`src/mbrr_pkg.sv`:
```
package mbrr_pkg;

  localparam int unsigned FRAME_LEN   = 9;
  localparam int unsigned NUM_HELD    = 5;
  localparam int unsigned HELD_AW     = $clog2(NUM_HELD);
  localparam int unsigned CFG_IDX_W   = 2;
  localparam int unsigned CFG_DATA_W  = 31;

  localparam logic [7:0]  FUNC_READ_INPUT = 8'd4;
  localparam logic [7:0]  DATA_COUNT      = 8'd4;
  localparam logic [15:0] CRC_POLY        = 16'hA001;
  localparam logic [15:0] CRC_INIT        = 16'hFFFF;
  localparam logic [31:0] FLOAT_INF_BITS  = 32'h7F80_0000;

  localparam logic [7:0]  RST_DEVICE_ADDRESS = 8'd1;
  localparam logic [30:0] RST_VOLTAGE_LIMIT  = 31'h43C8_0000;
  localparam logic [30:0] RST_CURRENT_LIMIT  = 31'h42C8_0000;
  localparam logic [30:0] RST_POWER_LIMIT    = 31'h46C3_5000;

  localparam logic [CFG_IDX_W-1:0] REG_DEVICE_ADDRESS = 2'd0;
  localparam logic [CFG_IDX_W-1:0] REG_VOLTAGE_LIMIT  = 2'd1;
  localparam logic [CFG_IDX_W-1:0] REG_CURRENT_LIMIT  = 2'd2;
  localparam logic [CFG_IDX_W-1:0] REG_POWER_LIMIT    = 2'd3;

  localparam logic FUNC_BYTE = 1'b0;
  localparam logic FUNC_ARM  = 1'b1;

  localparam logic [2:0] QTY_NONE      = 3'd0;
  localparam logic [2:0] QTY_VOLTAGE   = 3'd1;
  localparam logic [2:0] QTY_CURRENT   = 3'd2;
  localparam logic [2:0] QTY_POWER     = 3'd3;
  localparam logic [2:0] QTY_ENERGY    = 3'd4;
  localparam logic [2:0] QTY_RESETTABLE = 3'd5;

  typedef struct packed {
    logic        frame_valid;
    logic [2:0]  done_quantity;
    logic [31:0] raw_value;
  } frame_t;

  function automatic logic [15:0] crc_byte(input logic [15:0] crc_in, input logic [7:0] b);
    logic [15:0] c;
    c = crc_in ^ {8'h00, b};
    for (int k = 0; k < 8; k++) begin
      if (c[0]) begin
        c = (c >> 1) ^ CRC_POLY;
      end else begin
        c = c >> 1;
      end
    end
    return c;
  endfunction

  function automatic logic above_limit(input logic [31:0] v, input logic [30:0] lim);
    logic [31:0] l;
    l = {1'b0, lim};
    return !v[31] && (v <= FLOAT_INF_BITS) && (l <= FLOAT_INF_BITS) && (v > l);
  endfunction

endpackage

```
`src/mbrr_in_if.sv`:
```
interface mbrr_in_if;
  logic       valid;
  logic       ready;
  logic       func;
  logic [7:0] rx_byte;
  logic [2:0] quantity;

  modport source (output valid, func, rx_byte, quantity, input ready);
  modport sink   (input valid, func, rx_byte, quantity, output ready);
endinterface

```
`src/mbrr_out_if.sv`:
```
interface mbrr_out_if;
  logic        valid;
  logic        ready;
  logic        frame_valid;
  logic [2:0]  done_quantity;
  logic [31:0] raw_value;
  logic        updated;
  logic [31:0] held_value;

  modport source (output valid, frame_valid, done_quantity, raw_value, updated, held_value,
                  input ready);
  modport sink   (input valid, frame_valid, done_quantity, raw_value, updated, held_value,
                  output ready);
endinterface

```
`src/mbrr_ram.sv`:
```
module mbrr_ram #(
  parameter int unsigned WIDTH = 32,
  parameter int unsigned DEPTH = 5
) (
  input  logic                     clk,
  input  logic                     wr_en,
  input  logic [$clog2(DEPTH)-1:0] wr_addr,
  input  logic [WIDTH-1:0]         wr_data,
  input  logic [$clog2(DEPTH)-1:0] rd_addr,
  output logic [WIDTH-1:0]         rd_data
);

  logic [WIDTH-1:0] mem [DEPTH];

  always_ff @(posedge clk) begin
    if (wr_en) begin
      mem[wr_addr] <= wr_data;
    end
    rd_data <= mem[rd_addr];
  end

endmodule

```
`src/mbrr_frame.sv`:
```
module mbrr_frame (
  input  logic              clk,
  input  logic              rst,
  input  logic              accept,
  input  logic              func,
  input  logic [7:0]        rx_byte,
  input  logic [2:0]        quantity,
  input  logic [7:0]        device_address,
  output logic              complete,
  output mbrr_pkg::frame_t  frame
);

  logic [3:0]  byte_index;
  logic [15:0] running_crc;
  logic        header_good;
  logic [31:0] value_shift;
  logic [7:0]  crc_low_byte;
  logic [15:0] computed_crc;
  logic [2:0]  pending_quantity;
  logic [15:0] crc_next;
  logic        is_byte;
  logic        last_byte;
  logic        crc_match;

  assign is_byte   = accept && (func == mbrr_pkg::FUNC_BYTE);
  assign last_byte = (byte_index == 4'(mbrr_pkg::FRAME_LEN - 1));
  assign complete  = is_byte && last_byte;
  assign crc_next  = mbrr_pkg::crc_byte(running_crc, rx_byte);
  assign crc_match = (computed_crc == {rx_byte, crc_low_byte});

  always_comb begin
    frame.frame_valid   = header_good && crc_match;
    frame.done_quantity = pending_quantity;
    frame.raw_value     = (header_good && crc_match) ? value_shift : 32'd0;
  end

  always_ff @(posedge clk) begin
    if (rst) begin
      byte_index       <= '0;
      running_crc      <= mbrr_pkg::CRC_INIT;
      header_good      <= 1'b1;
      value_shift      <= '0;
      crc_low_byte     <= '0;
      computed_crc     <= '0;
      pending_quantity <= mbrr_pkg::QTY_NONE;
    end else if (accept && func == mbrr_pkg::FUNC_ARM) begin
      pending_quantity <= (quantity <= mbrr_pkg::QTY_RESETTABLE) ? quantity
                                                                  : mbrr_pkg::QTY_NONE;
    end else if (is_byte) begin
      if (last_byte) begin
        byte_index       <= '0;
        running_crc      <= mbrr_pkg::CRC_INIT;
        header_good      <= 1'b1;
        value_shift      <= '0;
        crc_low_byte     <= '0;
        computed_crc     <= '0;
        pending_quantity <= mbrr_pkg::QTY_NONE;
      end else begin
        byte_index <= byte_index + 4'd1;
        if (byte_index < 4'd7) begin
          running_crc <= crc_next;
        end
        case (byte_index)
          4'd0: if (rx_byte != device_address) header_good <= 1'b0;
          4'd1: if (rx_byte != mbrr_pkg::FUNC_READ_INPUT) header_good <= 1'b0;
          4'd2: if (rx_byte != mbrr_pkg::DATA_COUNT) header_good <= 1'b0;
          4'd3, 4'd4, 4'd5: value_shift <= {value_shift[23:0], rx_byte};
          4'd6: begin
            value_shift  <= {value_shift[23:0], rx_byte};
            computed_crc <= crc_next;
          end
          4'd7: crc_low_byte <= rx_byte;
          default: ;
        endcase
      end
    end
  end

endmodule

```
`src/modbus_rtu_reading_receiver_unit.sv`:
```
// Modbus RTU function-4 response receiver. One item (a received byte or an
// arm event naming the pending quantity) is taken per cycle. The ninth byte
// of a frame yields one result, registered in the s1 stage and then in the
// result register: the frame is checked (address, function, byte count,
// CRC-16 over the first seven bytes) and the held reading of the pending
// quantity, kept in a small RAM with a registered read, is replaced or kept.
// Throughput is one item per cycle while results drain; a stalled result
// output holds one result, and the input stalls once a second waits behind it.
module modbus_rtu_reading_receiver_unit (
  input  logic                          clk,
  input  logic                          rst,
  mbrr_in_if.sink                       item,
  mbrr_out_if.source                    result,
  input  logic                          cfg_we,
  input  logic [mbrr_pkg::CFG_IDX_W-1:0]  cfg_index,
  input  logic [mbrr_pkg::CFG_DATA_W-1:0] cfg_data
);

  localparam int unsigned AW = mbrr_pkg::HELD_AW;

  logic [7:0]  device_address;
  logic [30:0] voltage_limit_bits;
  logic [30:0] current_limit_bits;
  logic [30:0] power_limit_bits;

  logic              accept;
  logic              complete;
  mbrr_pkg::frame_t  frame;

  logic              keep;
  logic              upd;
  logic [AW-1:0]     addr;
  logic [mbrr_pkg::NUM_HELD-1:0] entry_valid;

  logic              s1_valid;
  mbrr_pkg::frame_t  s1_frame;
  logic              s1_upd;
  logic              s1_ent_valid;
  logic [AW-1:0]     s1_addr;
  logic              s1_move;

  logic [AW-1:0]     rd_addr;
  logic [31:0]       rd_data;
  logic [31:0]       held_next;

  assign s1_move    = s1_valid && (!result.valid || result.ready);
  assign item.ready = !s1_valid || s1_move;
  assign accept     = item.valid && item.ready;

  always_ff @(posedge clk) begin
    if (rst) begin
      device_address     <= mbrr_pkg::RST_DEVICE_ADDRESS;
      voltage_limit_bits <= mbrr_pkg::RST_VOLTAGE_LIMIT;
      current_limit_bits <= mbrr_pkg::RST_CURRENT_LIMIT;
      power_limit_bits   <= mbrr_pkg::RST_POWER_LIMIT;
    end else if (cfg_we) begin
      case (cfg_index)
        mbrr_pkg::REG_DEVICE_ADDRESS: device_address     <= cfg_data[7:0];
        mbrr_pkg::REG_VOLTAGE_LIMIT:  voltage_limit_bits <= cfg_data;
        mbrr_pkg::REG_CURRENT_LIMIT:  current_limit_bits <= cfg_data;
        mbrr_pkg::REG_POWER_LIMIT:    power_limit_bits   <= cfg_data;
        default: ;
      endcase
    end
  end

  mbrr_frame u_frame (
    .clk            (clk),
    .rst            (rst),
    .accept         (accept),
    .func           (item.func),
    .rx_byte        (item.rx_byte),
    .quantity       (item.quantity),
    .device_address (device_address),
    .complete       (complete),
    .frame          (frame)
  );

  always_comb begin
    keep = (frame.raw_value[30:0] == 31'd0);
    case (frame.done_quantity)
      mbrr_pkg::QTY_VOLTAGE:
        if (mbrr_pkg::above_limit(frame.raw_value, voltage_limit_bits)) keep = 1'b1;
      mbrr_pkg::QTY_CURRENT:
        if (mbrr_pkg::above_limit(frame.raw_value, current_limit_bits)) keep = 1'b1;
      mbrr_pkg::QTY_POWER:
        if (mbrr_pkg::above_limit(frame.raw_value, power_limit_bits)) keep = 1'b1;
      default: ;
    endcase
    upd  = (frame.done_quantity != mbrr_pkg::QTY_NONE) && !keep;
    addr = (frame.done_quantity == mbrr_pkg::QTY_NONE) ? '0
                                                       : AW'(frame.done_quantity - 3'd1);
  end

  // re-read the stalled entry each cycle so the read data stays aligned
  assign rd_addr = complete ? addr : s1_addr;

  mbrr_ram #(
    .WIDTH (32),
    .DEPTH (mbrr_pkg::NUM_HELD)
  ) u_held_ram (
    .clk     (clk),
    .wr_en   (complete && upd),
    .wr_addr (addr),
    .wr_data (frame.raw_value),
    .rd_addr (rd_addr),
    .rd_data (rd_data)
  );

  always_ff @(posedge clk) begin
    if (rst) begin
      entry_valid <= '0;
      s1_valid    <= 1'b0;
    end else begin
      if (complete && upd) begin
        entry_valid[addr] <= 1'b1;
      end
      if (complete) begin
        s1_valid <= 1'b1;
      end else if (s1_move) begin
        s1_valid <= 1'b0;
      end
    end
  end

  always_ff @(posedge clk) begin
    if (complete) begin
      s1_frame     <= frame;
      s1_upd       <= upd;
      s1_ent_valid <= entry_valid[addr];
      s1_addr      <= addr;
    end
  end

  always_comb begin
    if (s1_upd) begin
      held_next = s1_frame.raw_value;
    end else if (s1_frame.done_quantity == mbrr_pkg::QTY_NONE || !s1_ent_valid) begin
      held_next = 32'd0;
    end else begin
      held_next = rd_data;
    end
  end

  always_ff @(posedge clk) begin
    if (rst) begin
      result.valid <= 1'b0;
    end else if (s1_move) begin
      result.valid <= 1'b1;
    end else if (result.ready) begin
      result.valid <= 1'b0;
    end
  end

  always_ff @(posedge clk) begin
    if (s1_move) begin
      result.frame_valid   <= s1_frame.frame_valid;
      result.done_quantity <= s1_frame.done_quantity;
      result.raw_value     <= s1_frame.raw_value;
      result.updated       <= s1_upd;
      result.held_value    <= held_next;
    end
  end

endmodule
```
`src/flat_wrapper.sv`:
```
// flat-port wrapper written by rule: the top's interface ports become plain ports
module modbus_rtu_reading_receiver_unit_flat 
  (clk, rst, cfg_we, cfg_index, cfg_data, item_valid, item_func, item_rx_byte, item_quantity, item_ready, result_valid, result_frame_valid, result_done_quantity, result_raw_value, result_updated, result_held_value, result_ready);
  mbrr_in_if item_i ();
  mbrr_out_if result_i ();
  input  logic clk;
  input  logic rst;
  input  logic cfg_we;
  input  logic [mbrr_pkg::CFG_IDX_W-1:0] cfg_index;
  input  logic [mbrr_pkg::CFG_DATA_W-1:0] cfg_data;
  input wire logic [$bits(item_i.valid)-1:0] item_valid;
  input wire logic [$bits(item_i.func)-1:0] item_func;
  input wire logic [$bits(item_i.rx_byte)-1:0] item_rx_byte;
  input wire logic [$bits(item_i.quantity)-1:0] item_quantity;
  output wire logic [$bits(item_i.ready)-1:0] item_ready;
  output wire logic [$bits(result_i.valid)-1:0] result_valid;
  output wire logic [$bits(result_i.frame_valid)-1:0] result_frame_valid;
  output wire logic [$bits(result_i.done_quantity)-1:0] result_done_quantity;
  output wire logic [$bits(result_i.raw_value)-1:0] result_raw_value;
  output wire logic [$bits(result_i.updated)-1:0] result_updated;
  output wire logic [$bits(result_i.held_value)-1:0] result_held_value;
  input wire logic [$bits(result_i.ready)-1:0] result_ready;
  assign item_i.valid = item_valid;
  assign item_i.func = item_func;
  assign item_i.rx_byte = item_rx_byte;
  assign item_i.quantity = item_quantity;
  assign item_ready = item_i.ready;
  assign result_valid = result_i.valid;
  assign result_frame_valid = result_i.frame_valid;
  assign result_done_quantity = result_i.done_quantity;
  assign result_raw_value = result_i.raw_value;
  assign result_updated = result_i.updated;
  assign result_held_value = result_i.held_value;
  assign result_i.ready = result_ready;
  modbus_rtu_reading_receiver_unit u_core (.clk(clk), .rst(rst), .item(item_i), .result(result_i), .cfg_we(cfg_we), .cfg_index(cfg_index), .cfg_data(cfg_data));
endmodule
```
`config.mk`:
```
export PLATFORM = sky130hd
export DESIGN_NAME = modbus_rtu_reading_receiver_unit_flat
export DESIGN_NICKNAME = d
export VERILOG_FILES = /design/src/mbrr_pkg.sv /design/src/mbrr_in_if.sv /design/src/mbrr_out_if.sv /design/src/mbrr_ram.sv /design/src/mbrr_frame.sv /design/src/modbus_rtu_reading_receiver_unit.sv /design/src/flat_wrapper.sv
export SDC_FILE = /design/constraint.sdc
export NUM_CORES = 1
export LEC_CHECK = 0
export ABC_AREA = 1
export ABC_CLOCK_PERIOD_IN_PS = 7000
export BUFFER_PORTS_ARGS = -buffer_cell sky130_fd_sc_hd__buf_2
export CORE_UTILIZATION = 35
export CTS_CLUSTER_SIZE = 10
export DETAILED_ROUTE_END_ITERATION = 7
export GPL_ROUTABILITY_DRIVEN = 0
export HOLD_SLACK_MARGIN = 0.03
export PLACE_DENSITY = 0.59
export SYNTH_ARGS = -nofsm -noshare
export SYNTH_HDL_FRONTEND = slang
export SYNTH_SLANG_ARGS = --single-unit
```
`constraint.sdc`:
```
create_clock -name clk -period 7 [get_ports clk]
set_input_delay 0.7 -clock clk [delete_from_list [all_inputs] [get_ports clk]]
set_output_delay 0.7 -clock clk [all_outputs]
set_load 0.01 [all_outputs]
```
==> results.md <==
- Number of input and output port buffers inserted: 120
- Synth-to-Final Area Change: 14.9%
- Antenna viol nets, final: 0
- Cell Pwr Density: 251 nW/um^2
- Clock Latency Late Sink: 0.63 ns
- Pin count of the biggest net entering global routing: 97
- Per-instance average area after synthesis: 9.63 sq um
- Synth cell types: 46
- IO Pins: 121
- Critical path class: register to register
- Fraction of layout cells with a size suffix above 1: 0.119
- Clock tree from TritonCTS: done
- Rows: 89
- Unrepaired setup endpoints after global routing: no
- Total clock buffers created by CTS: 56
- Largest stage delay, worst path: 0.54 ns
- Part of the Yosys area used for sequential elements: 0.590
- Status: finished, final reports clean
- Worst-case vdd ir drop: 0.181 mV
- Max Fclk: 211 MHz
- Number of search-and-repair iterations in the first detailed-routing pass: 5
- Post-detailed-route DRC marker count: 0
- Core Util, Final: 0.410
- Worst-margin pin slew: 1.14 ns
- Wire length of the first global-routing pass: 85.0 mm
- Effective utilization at floorplan: 0.357
- CTS Sinks: 490
- Post-route insts no fill: 3139
- Post-synthesis instance total: 2199
- Cell with the most instances on the worst path: nand2_1
- Worst Path Required: 7.24 ns
- Worst min-delay path class: primary input to register
- Fin Clk Skew: 0.0275 ns
- Type of element launching the critical path: register
- Synthesis Warnings: 0
- Seq cells post-synth: 490
- Clock period minus worst slack: 4.74 ns
- Final Slew Violations: 0
- Period Utilization, post-route: 0.678
- Setup slack of the critical path after layout: 2.26 ns
- Relative slew slack: 0.239
- Most frequent standard cell in the layout excluding fill and tap cells: nand2_1
- Commonest non-fill, non-tap cells in the layout: nand2_1 (406), edfxtp_1 (267), dfxtp_1 (223), inv_1 (205), nor2_1 (200)
- Placed cell count: 3042
- Combined area of all synthesized cells: 21200 sq um
- Largest buffer count on any clock path: 3
- Combined global-route utilization of all metal layers: 0.179
- Total negative setup slack: 0 ns
- Clock-pin transition on the worst setup and hold timing paths: 0.06 ns
- Die area: 61500 sq um
- Max stage delay cell, worst path: nor2_1
- Overflow left after global routing: 0
- Wire length after detailed routing: 54.7 mm
- Average via count per standard cell: 5.04
- Final Hold Violating Endpoints: 0
- Antenna violations before repair: 2
- Detailed-route via count: 15828
- Height of the die: 248 um
- Kind of end point of the critical path: register
- Deepest level of the CTS H-tree: 2
- Count of nets after finishing: 2476
- Setup violations, final: 0
- Total leakage power: 10.1 nW
- Detailed Place HPWL: 37.8 mm
- Number of max-cap violations: 0
- Number of global-route vias before repair: 15164
- Setup slack after placement: 1.79 ns
- Iteration-0 DRC Markers: 1096
- Root buffer selected by CTS: clkbuf_16
- Post-CTS setup buffer count: 0
- Horizontal die dimension: 248 um
- Total core area: 59400 sq um
- PostCTS Resize Cnt: 0
- Worst endpoint data arrival time: 4.99 ns
- Syn_nets: 2348
- Routed wirelength normalized by instance count: 17.4 um
- Worst-path fanout max: 32
- Hold buffers post-CTS: 0
- Post-route worst hold slack: 0.331 ns
power by group:
part / internal (mW) / switching, mW / total, mW
clock: 1.51 / 1.13 / 2.64
combinational: 0.124 / 0.255 / 0.378
sequential: 3.06 / 0.0278 / 3.09
total: 4.69 / 1.41 / 6.10
per-stage QoR:
step	total power, mW	instance area [sq um]
finish	6.10	24300
CTS	6.16	24300
global route	6.33	24300
detailed placement	3.52	22700
global placement	3.51	22700
floorplan	3.40	21200
critical path, delay by kind of cell, from the launching register on:
family / cells / cell delay (ns)
adder cells (fa/ha/maj): 1 / 0.33
buffers and inverters: 6 / 1.08
flip-flops: 1 / 0.37
AND/OR/NAND/NOR: 19 / 2.57
layer usage:
metal,GRT usage,share of wire,vias to the layer above
met5,0,0.00048,-
met1,0.244,0.47,7518
met4,0.0604,0.028,4
met2,0.289,0.45,418
met3,0.0253,0.050,96
li1,-,-,7792
worst paths after layout:
path / start / to / slack [ns] / depth (start not counted)
setup / recovery: u_core.u_frame.computed_crc[13] / u_core.u_held_ram.mem[0][17] / 2.26 / 26
hold / removal: cfg_data[22] / u_core.voltage_limit_bits[22] / 0.33 / 3
setup reg to reg: u_core.u_frame.computed_crc[13] / u_core.u_held_ram.mem[0][17] / 2.26 / 26
hold reg to reg: u_core.u_held_ram.mem[4][31] / u_core.u_held_ram.rd_data[31] / 0.44 / 2
flip-flops by register name (all words and copies together), names as in the netlist, 32 cells and up:
register and count:
u_core.u_held_ram.mem 160, u_core.u_frame.value_shift 32, u_core.s1_frame 36, u_core.u_held_ram.rd_data 32
u_core.result.raw_value 32, u_core.result.held_value 32
cell families (layout without fill, tap and decap cells):
group | Yosys count | count (layout) | share of synthesized area
AND/OR/NAND/NOR | 769 | 769 | 0.153
AO/OA/AOI/OAI | 499 | 499 | 0.130
flip-flops | 490 | 490 | 0.590
buffers and inverters | 314 | 480 | 0.0572
adder cells (fa/ha/maj) | 99 | 99 | 0.0585
XOR/XNOR | 28 | 28 | 0.0116
other | 0 | 1 | 0
Yosys cell counts (all sizes together):
cell	n	area (sq um)
ha	99	1240
inv	223	837
o21a	3	22.5
nand4	32	200
o41ai	12	105
nor3	11	55.1
and2b	1	7.51
buf	20	108
o31ai	2	15.0
nand2	417	1600
o31a	1	8.76
nor3b	1	7.51
edfxtp	267	8020
clkbuf	69	259
dfxtp	223	4460
a21oi	197	993
a211oi	28	210
nand3	75	390
o211ai	20	150
o22ai	33	206
nor2	211	850
o21ai	199	1000
xor2	9	78.8
a31oi	3	18.8
xnor2	19	166
or2	10	62.6
and3	1	6.26
nor4b	1	8.76
nand3b	1	7.51
clkinv	2	7.51
o221ai	1	8.76
nor4	8	56.3
cell type report:
class | count | area, sq um
Clock buffer | 91 | 1550
Sequential cell | 490 | 12500
Clock inverter | 5 | 66.3
Timing Repair Buffer | 159 | 893
Antenna cell | 1 | 2.50
Inverter | 225 | 845
Tap cell | 773 | 967
Multi-Input combinational cell | 1395 | 7510
Fill cell | 5724 | 35000
Power figures use the tool's default switching activity.
